--- src/rtl/zlfa_pkg.sv ---
// Shared types, codes and constants of the Zech-log field ALU.
`timescale 1ns / 1ps
`default_nettype none
package zlfa_pkg;

  localparam int LOG_W          = 13;
  localparam int MAX_GROUP_DEF  = 4096;
  localparam int MAX_PRIME_DEF  = 4096;
  localparam logic [LOG_W-1:0] ZERO_LOG = '1;  // -1 encodes the zero element

  typedef enum logic [3:0] {
    MODE_NEG   = 4'd0,
    MODE_ADD   = 4'd1,
    MODE_SUB   = 4'd2,
    MODE_INV   = 4'd3,
    MODE_MUL   = 4'd4,
    MODE_DIV   = 4'd5,
    MODE_POW   = 4'd6,
    MODE_EMBED = 4'd7,
    MODE_ZLOAD = 4'd8,
    MODE_ELOAD = 4'd9
  } mode_t;

  typedef enum logic [1:0] {
    CFG_GROUP_ORDER = 2'd0,
    CFG_LOG_MINUS1  = 2'd1,
    CFG_CHAR_PRIME  = 2'd2
  } cfg_idx_t;

  // beat context carried alongside the first remainder pipeline
  typedef struct packed {
    logic        valid;
    mode_t       mode;
    logic        a_zero;
    logic        b_zero;
    logic        p_neg;
    logic        k_neg;
    logic [11:0] idx;
    logic [12:0] tv;
  } t1_t;

  // beat context carried alongside the final reduction
  typedef struct packed {
    logic        valid;
    logic        tbl;
    logic        rz;
    logic [12:0] dres;
  } t2_t;

endpackage
`default_nettype wire

--- src/rtl/zlfa_rem.sv ---
// Pipelined restoring remainder: padding stages pass through, then one dividend bit per stage.
`timescale 1ns / 1ps
`default_nettype none
module zlfa_rem import zlfa_pkg::*; #(
  parameter int DW  = 12,
  parameter int LAT = 12
) (
  input  wire logic          clk,
  input  wire logic [DW-1:0] in_dividend,
  input  wire logic [12:0]   in_divisor,
  output logic      [12:0]   out_rem
);

  localparam int PAD = LAT - DW;

  logic [12:0]   rem_r [LAT];
  logic [DW-1:0] dvd_r [LAT];

  for (genvar s = 0; s < LAT; s++) begin : g_stage
    logic [12:0]   r_in;
    logic [DW-1:0] q_in;
    if (s == 0) begin : g_first
      assign r_in = '0;
      assign q_in = in_dividend;
    end else begin : g_next
      assign r_in = rem_r[s-1];
      assign q_in = dvd_r[s-1];
    end
    if (s < PAD) begin : g_pad
      always_ff @(posedge clk) begin
        rem_r[s] <= r_in;
        dvd_r[s] <= q_in;
      end
    end else begin : g_bit
      localparam int BIT = DW - 1 - (s - PAD);
      logic [13:0] t;
      assign t = {r_in, q_in[BIT]};
      always_ff @(posedge clk) begin
        if (t >= {1'b0, in_divisor}) begin
          rem_r[s] <= 13'(t - {1'b0, in_divisor});
        end else begin
          rem_r[s] <= t[12:0];
        end
        dvd_r[s] <= q_in;
      end
    end
  end

  assign out_rem = rem_r[LAT-1];

endmodule
`default_nettype wire

--- config.mk ---
export PLATFORM = sky130hd
export DESIGN_NAME = zlfa_rem
export DESIGN_NICKNAME = d
export VERILOG_FILES = /design/src/rtl/zlfa_pkg.sv /design/src/rtl/zlfa_rem.sv
export SDC_FILE = /design/constraint.sdc
export NUM_CORES = 1
export LEC_CHECK = 0
export BUFFER_PORTS_ARGS = -buffer_cell sky130_fd_sc_hd__clkbuf_2
export CAP_MARGIN = 30
export CORE_MARGIN = 5
export CORE_UTILIZATION = 52
export DETAILED_ROUTE_END_ITERATION = 12
export GPL_TIMING_DRIVEN = 0
export PLACE_DENSITY = 0.68
export SLEW_MARGIN = 20
export SYNTH_ARGS = -nofsm -noshare
export SYNTH_HDL_FRONTEND = slang
export SYNTH_SLANG_ARGS = --single-unit
export TNS_END_PERCENT = 5
--- constraint.sdc ---
create_clock -name clk -period 5.3 [get_ports clk]
set_input_delay 1.06 -clock clk [delete_from_list [all_inputs] [get_ports clk]]
set_output_delay 1.06 -clock clk [all_outputs]
set_load 0.1 [all_outputs]
After elaboration in Yosys (flattened, before gate mapping):

Memory sizes are Yosys's and may differ from the RTL's.
Cells that the tools add are included.

* $add $sub $neg: 12
* magnitude comparators: 12
* multiplexer cells: 48
* bitwise operators: 12

Operator list (number)
* $mux 13: 12
* $ge 14x13->1: 11
* $sub 13x13->13: 11
* $mux 1: 36
* $ge 1x13->1: 1
* $sub 1x13->13: 1
* $or 1x1->1: 12

* register bits: 0
* bits in writable memories: 300
* input bits: 26
* output and inout bits: 13
* word-level logic and storage cells: 86
* memories: 2

Memories
* rem_r: words 12, bits a word 13, rd ports 12, clocked after Yosys merged registers in 0, wr ports 12, RTL line zlfa_rem.sv:16 `logic [12:0] rem_r [LAT];`
* dvd_r: words 12, bits a word 12, rd ports 11, clocked after Yosys merged registers in 0, wr ports 12, RTL line zlfa_rem.sv:17 `logic [DW-1:0] dvd_r [LAT];`

Logic depth before layout (Yosys ltp):

Gate-level depths: netlist of run 1.
An unclocked memory read counts as a cell.

* depth after elaboration: 5
* gate-level depth with buffers: 11
* mapped depth without buffers: 10

Least setup slack after synthesis of run 1:

OpenSTA, ideal clock, no wires.

* path type: input-to-reg
* from: input port in_divisor[7]
* to: memory rem_r[2][5], in the netlist rem_r[0][31]
* setup time: 121 ps
* data arrival time: 3424 ps
* required time: 5179 ps
* slack: 1755 ps
* cell stages on the path: 10
* buffers on the path: 1
* cell sequence: inv_1 > ha_1 > a21o_1 > a21o_1 > a21oi_2 > nor2_2 > or3_4 > a311oi_4 > buf_8 > mux2_4

RTL lines
* start, declared: RTL line zlfa_rem.sv:10 `input wire logic [12:0] in_divisor,`
* end, declared: RTL line zlfa_rem.sv:16

==> results of run 1 <==
metrics by stage:
| step | setup WS [ps] | hold WS, ps | cells |
|---|---|---|---|
| 2_1_floorplan | 1760 | 310 | 1330 |
| 5_1_grt | 1080 | 326 | 1738 |
| 6_report | 1370 | 322 | 1738 |
| 3_3_place_gp | 904 | 309 | 1692 |
| 4_1_cts | 1440 | 322 | 1738 |
| 3_5_place_dp | 900 | 312 | 1692 |
cells by family after synthesis:
family                     Yosys count
xor gates and xnor gates           101
adders and majority gates          156
muxes                              141
DFF                                222
buffers and inverters               81
AOI/OAI and AO/OA                  320
and+or+nand+nor                    309
synthesized netlist by cell type (5+ instances only):
library cell  instances  area share [%]
inv_1                66             1.9
xor2_1               45             3.0
nor2b_1              32             1.5
o21ai_1               7            0.27
o21ai_0              57             2.2
o2111ai_1             6            0.40
a21boi_0             10            0.58
clkbuf_1              5            0.14
o211ai_1             15            0.87
and2_1                7            0.34
xnor2_1              56             3.8
nor4_1                6            0.29
nor3_1               28             1.1
o21a_1               26             1.5
a211o_1               6            0.40
nand2b_1             11            0.53
o31a_1                7            0.47
nand4_1              23             1.1
o211a_1               5            0.39
nand3_1              17            0.65
fa_1                 11             1.7
a21o_1               49             2.8
ha_1                145              14
mux2i_1              32             2.5
nand2_1              52             1.5
or3_1                 7            0.34
nor2_1              103             3.0
buf_2                 5            0.19
mux2_4                7            0.81
dfxtp_1             222              34
and3_1                5            0.24
mux2_2              101             8.8
a211oi_1             12            0.69
o31ai_1              12            0.69
a21oi_1              75             2.9
state kept, by name, indices dropped and copies added (netlist names):
name   flops
dvd_r     66
rem_r    156
cells in the final DEF (no fill, tap or decap), types with 6 or more instances in the layout:
cell type / instances
dfxtp_1: 222
ha_1: 145
nor2_1: 103
mux2_2: 101
a21oi_1: 75
inv_1: 66
o21ai_0: 57
xnor2_1: 56
nand2_1: 52
a21o_1: 49
xor2_1: 45
clkbuf_2: 38
nor2b_1: 32
mux2i_1: 32
nor3_1: 28
o21a_1: 26
clkbuf_16: 25
nand4_1: 23
nand3_1: 17
o211ai_1: 15
o31ai_1: 12
a211oi_1: 12
nand2b_1: 11
fa_1: 11
a21boi_0: 10
clkbuf_1: 8
and2_1: 7
or3_1: 7
o31a_1: 7
o21ai_1: 7
mux2_4: 7
o2111ai_1: 6
nor4_1: 6
a211o_1: 6
clkbuf_8: 6
bufinv_16: 6
path summary, 6_finish.rpt:
path | cells after the start | endpoint | slack [ps] | startpoint
worst min-delay path | 0 | dvd_r[1][1]$_DFF_P_ | 320 | dvd_r[0][1]$_DFF_P_
worst max register to register | 10 | rem_r[1][24]$_DFF_P_ | 2060 | dvd_r[4][6]$_DFF_P_
worst min register to register | 0 | dvd_r[1][1]$_DFF_P_ | 320 | dvd_r[0][1]$_DFF_P_
worst max-delay path | 11 | rem_r[2][47]$_DFF_P_ | 1370 | in_divisor[2]
worst max-delay path, cell delays in order:
cell and delay (ps):
clkbuf_2 90, inv_1 410, ha_1 380, nor2b_1 160, o21ai_1 170, a21oi_1 130, a211oi_2 440, o21ai_0 240
a21oi_1 490, buf_2 380, mux2_2 380
routing by layer:
metal	up-vias	share of wire (%)	global-route usage [%]
met5	-	0	0
met4	0	1.2	3.95
met3	30	4.0	2.77
met2	151	48	33.4
met1	4535	47	26.0
li1	4989	-	-
final cells by class:
type                    instances  area [um^2]
multi-input cells            1027         8210
clock inverters                12          228
inverters                      66          248
plain buffers                  15         88.8
well taps                     324          405
flip-flops and latches        222         4440
clock buffers                  34          719
fillers                      2097         9930
repair buffers                 38          190
power groups by stage:
stage,clock (W),sequential (W),combinational (W)
4_1_cts,0.00199,0.00205,0.00256
5_1_grt,0.00207,0.00207,0.00281
6_report,0.00194,0.00205,0.00257
2_1_floorplan,0,0.00242,0.00175
3_5_place_dp,0,0.00209,0.00253
3_3_place_gp,0,0.00208,0.00249
==> results.yml, run 1 <==
power:
  power.leakage_nw: 6.86
  p_sw_w: 0.00230
  p_per_area_mw_per_mm2: 451
  pwr-share-seq_pct: 31.2
  switching_share_pct: 35.1
  internal-power_w: 0.00425
  p_total_w: 0.00655
  ir_drop_v: 0.000401
  pwr-share-clk_pct: 29.6
  combPwrFrac_pct: 39.2
critical_path:
  required_ps: 5710
  path_class: "in2reg"
  cp.arrival_ps: 4340
  path_max_fanout: 11
  cp-end-kind: "register"
  cp-start-kind: "primary input"
route:
  wl_per_cell_um: 16.1
  ant_nets: 0
  drt_first_pass_iters: 5
  drt-initial-drc-count: 524
  totalWireLength_um: 28000
  vias: 9705
  viasPerCell: 5.58
  drcViolationCount: 0
die:
  die_h_um: 168
  placementRows: 57
  start_util_pct: 53.1
  dieArea_mm2: 0.0282
  core-area_mm2: 0.0245
  num_io_pins: 39
  die_width_um: 168
grt:
  grt_use_total_pct: 19.4
  grt_max_degree: 15
  grt_first_pass_wirelength_um: 45600
  grt_pass1_vias: 9294
  antenna_found_initial: 0
  overflow: 0
clock_network:
  ctsHtreeMaxLevel: 1
  clkLatencyLatePin_ps: 520
  clock_path_buffers: 3
  cts.repair.resized: 0
  cts_tree: "built"
  clockRootBuffer: "clkbuf_16"
  numCtsBuffers: 25
  cts_sinks: 222
  ctsHoldBuffers: 0
  post_cts_buffers: 0
  clkTransAtPathRegs_ps: 60
cells_and_area:
  drive_gt1_share_pct: 15.3
  final_nets: 1577
  synthToLayoutAreaGrowth_pct: 11.9
  final_core_util_pct: 59.4
  n_antenna_cell: 0
  final_area_mm2: 0.0145
sta:
  rsz0062_at_grt: "false"
  slew_headroom_pct: 37.8
  period_share_pct: 74.1
  slew_violations: 0
  fmax_mhz: 255
  period_minus_slack_ps: 3930
  skew_ps: 15.8
  tightest_slew_ps: 933
  fin_tns_setup_ps: 0
  hold_viol: 0
  setup_viol: 0
placed_design:
  gp_congestion: 0.875
  dp_hpwl_um: 20300
  place_area_mm2: 0.0136
  place.port_buffers: 38
status:
  status: "finished, final reports clean"
logic_synthesis:
  synth_cell_type_count: 70
  synth_edf_count: 0
  yosysSeqAreaShare_pct: 34.2
  synth-simple-area-share_pct: 11.8
  syn_inst: 1330
  synthesis.nets: 1512
  avgSynthCellArea_um2: 9.77
  ys_async_sr_fraction_pct: 0
  synth.cell_area_mm2: 0.0130
  synth-compound-area-share_pct: 16.8
  ys.flop_type: "dfxtp_1"
  synth-xor-area-share_pct: 6.81
  ys_warn_count: 0
  synthAdderAreaFrac_pct: 15.7
  ys_seq_elements: 222
  synthMuxAreaShare_pct: 12.1
  synth_top_family_by_area: "compound AO/OA/AOI/OAI gates"
job:
  cap_violations: 0
hold_path:
  hp-class: "reg2reg"
Note: power is estimated with default switching activity, not from simulation.
==> run 2: changes to the inputs <==
- clock period: 5.3 -> 3.9 ns (I/O delays scaled with it)
==> results.yml, run 2 (same netlist as run 1, synthesis figures left out) <==
sta:
  period_share_pct: 92.9
  fmax_mhz: 276
  skew_ps: 14.3
  setup_viol: 0
  period_minus_slack_ps: 3620
  slew_headroom_pct: 37.4
  hold_viol: 0
  tightest_slew_ps: 938
  fin_worst_hold_slack_ps: 323
  fin_tns_setup_ps: 0
  slew_violations: 0
  rsz0062_at_grt: "false"
cells_and_area:
  reg_top3: "rem_r (156), dvd_r (66)"
  final_area_mm2: 0.0145
  largest_reg_flops: 156
  synthToLayoutAreaGrowth_pct: 11.9
  final_cells: 1738
  layout_commonest_cell: "dfxtp_1"
  largest-register: "rem_r"
  drive_gt1_share_pct: 15.4
  n_antenna_cell: 0
  most-common-layout-cells: "dfxtp_1, ha_1, nor2_1"
  final_nets: 1577
clock_network:
  clkTransAtPathRegs_ps: 60
  clkLatencyLatePin_ps: 520
  cts_tree: "built"
  ctsHtreeMaxLevel: 1
  cts_sinks: 222
  clock_path_buffers: 3
  ctsHoldBuffers: 0
  numCtsBuffers: 25
  clockRootBuffer: "clkbuf_16"
route:
  ant_nets: 0
  drt_first_pass_iters: 4
  drcViolationCount: 0
  drt-initial-drc-count: 520
  totalWireLength_um: 28000
  viasPerCell: 5.60
  wl_per_cell_um: 16.1
  vias: 9736
power:
  p_total_w: 0.00890
  power.leakage_nw: 6.86
  ir_drop_v: 0.000546
  p_per_area_mw_per_mm2: 612
hold_path:
  min_from: "dvd_r[3][4]$_DFF_P_"
  hp-class: "reg2reg"
  hold_end: "dvd_r[4][4]$_DFF_P_"
  whs_path_depth: 0
critical_path:
  rr_endpoint: "rem_r[1][24]$_DFF_P_"
  crit_family: "compound AO/OA/AOI/OAI gates"
  critPathBufInv: 3
  cp_common_cell: "a21oi_1"
  slowest_delay_ps: 480
  cp-start-kind: "primary input"
  r2r_slack_ps: 680
  crit_chain: "clkbuf_2 -> inv_1 -> ha_1 -> nor2b_1 -> o21ai_1 -> a21oi_1 -> a211oi_2 -> o21ai_0 -> a21oi_1 -> buf_2 -> mux2_2"
  ff2ff_path_depth: 10
  required_ps: 4310
  cp.arrival_ps: 4030
  r2r-start: "dvd_r[4][6]$_DFF_P_"
  path_max_fanout: 11
  slowest_stage: "a21oi_1"
  path_class: "in2reg"
  cp-end-kind: "register"
grt:
  grt_pass1_vias: 9294
  overflow: 0
  grt_first_pass_wirelength_um: 45600
  antenna_found_initial: 0
  grt_use_total_pct: 19.4
  grt_max_degree: 15
placed_design:
  post-place-cells: 1692
  gp_congestion: 0.875
  place_area_mm2: 0.0136
  place.port_buffers: 38
  dp_hpwl_um: 20300
die:
  num_io_pins: 39
  start_util_pct: 53.1
  dieArea_mm2: 0.0282
  placementRows: 57
  core-area_mm2: 0.0245
  die_width_um: 168
  die_h_um: 168
status:
  status: "finished, final reports clean"
job:
  cap_violations: 0
==> run 2: cell types whose count changed in the layout (fill, tap and decap cells not counted) <==
| cell | previous run | this run |
|---|---|---|
| o31ai_1 | 12 | 11 |
| o31ai_2 | 0 | 1 |
==> run 2: final cells by class <==
type | count | area, um^2
Buffer | 15 | 88.8
Multi-Input combinational cell | 1027 | 8220
Inverter | 66 | 248
Clock buffer | 34 | 719
Clock inverter | 12 | 228
Tap cell | 324 | 405
Sequential cell | 222 | 4440
Fill cell | 2095 | 9920
Timing Repair Buffer | 38 | 190
==> run 2: metrics by stage <==
step | utilization [%] | setup slack (ps)
2_1_floorplan | - | 635
3_3_place_gp | 55.5 | -216
3_5_place_dp | 55.5 | -220
4_1_cts | 59.4 | 315
5_1_grt | 59.4 | 113
6_report | 59.4 | 278
==> run 2: power breakdown <==
part / internal, W / total, W / switching [W]
Clock: 0.00169 / 0.00263 / 0.000937
Sequential: 0.00263 / 0.00278 / 0.000153
Combinational: 0.00145 / 0.00349 / 0.00204
==> run 2: per-layer routing <==
metal  part of all wire [%]  vias up  GRT usage, %
li1                       -     4998             -
met1                     47     4544          26.0
met2                     48      164          33.4
met3                    3.9       30          2.77
met4                    1.2        0          3.95
met5                      0        -             0
==> run 2: worst max-delay path by stage <==
stage,start,to,slack (ps),depth (start not counted)
2_1_floorplan,in_divisor[7],rem_r[0][31]$_DFF_P_,640,10
3_3_place_gp,in_divisor[1],rem_r[0][42]$_DFF_P_,-220,10
3_5_place_dp,in_divisor[1],rem_r[0][49]$_DFF_P_,-220,10
4_1_cts,in_divisor[1],rem_r[0][49]$_DFF_P_,320,10
5_1_grt,in_divisor[1],rem_r[0][48]$_DFF_P_,110,10
6_report,in_divisor[2],rem_r[2][47]$_DFF_P_,280,11
==> run 2: worst register-to-register path, cell delays in order, from the launching register on <==
cell and delay, ps:
dfxtp_1 360, inv_1 60, ha_1 200, fa_1 410
nor2b_1 170, o31ai_1 110, a211oi_1 430, o311ai_0 250
a21oi_2 470, buf_4 290, mux2_2 370
==> run 2: repair_timing <==
item	4_1_cts	5_1_grt
setup endpoints to repair	0	2
gates resized for setup	0	1
setup buffers	0	0
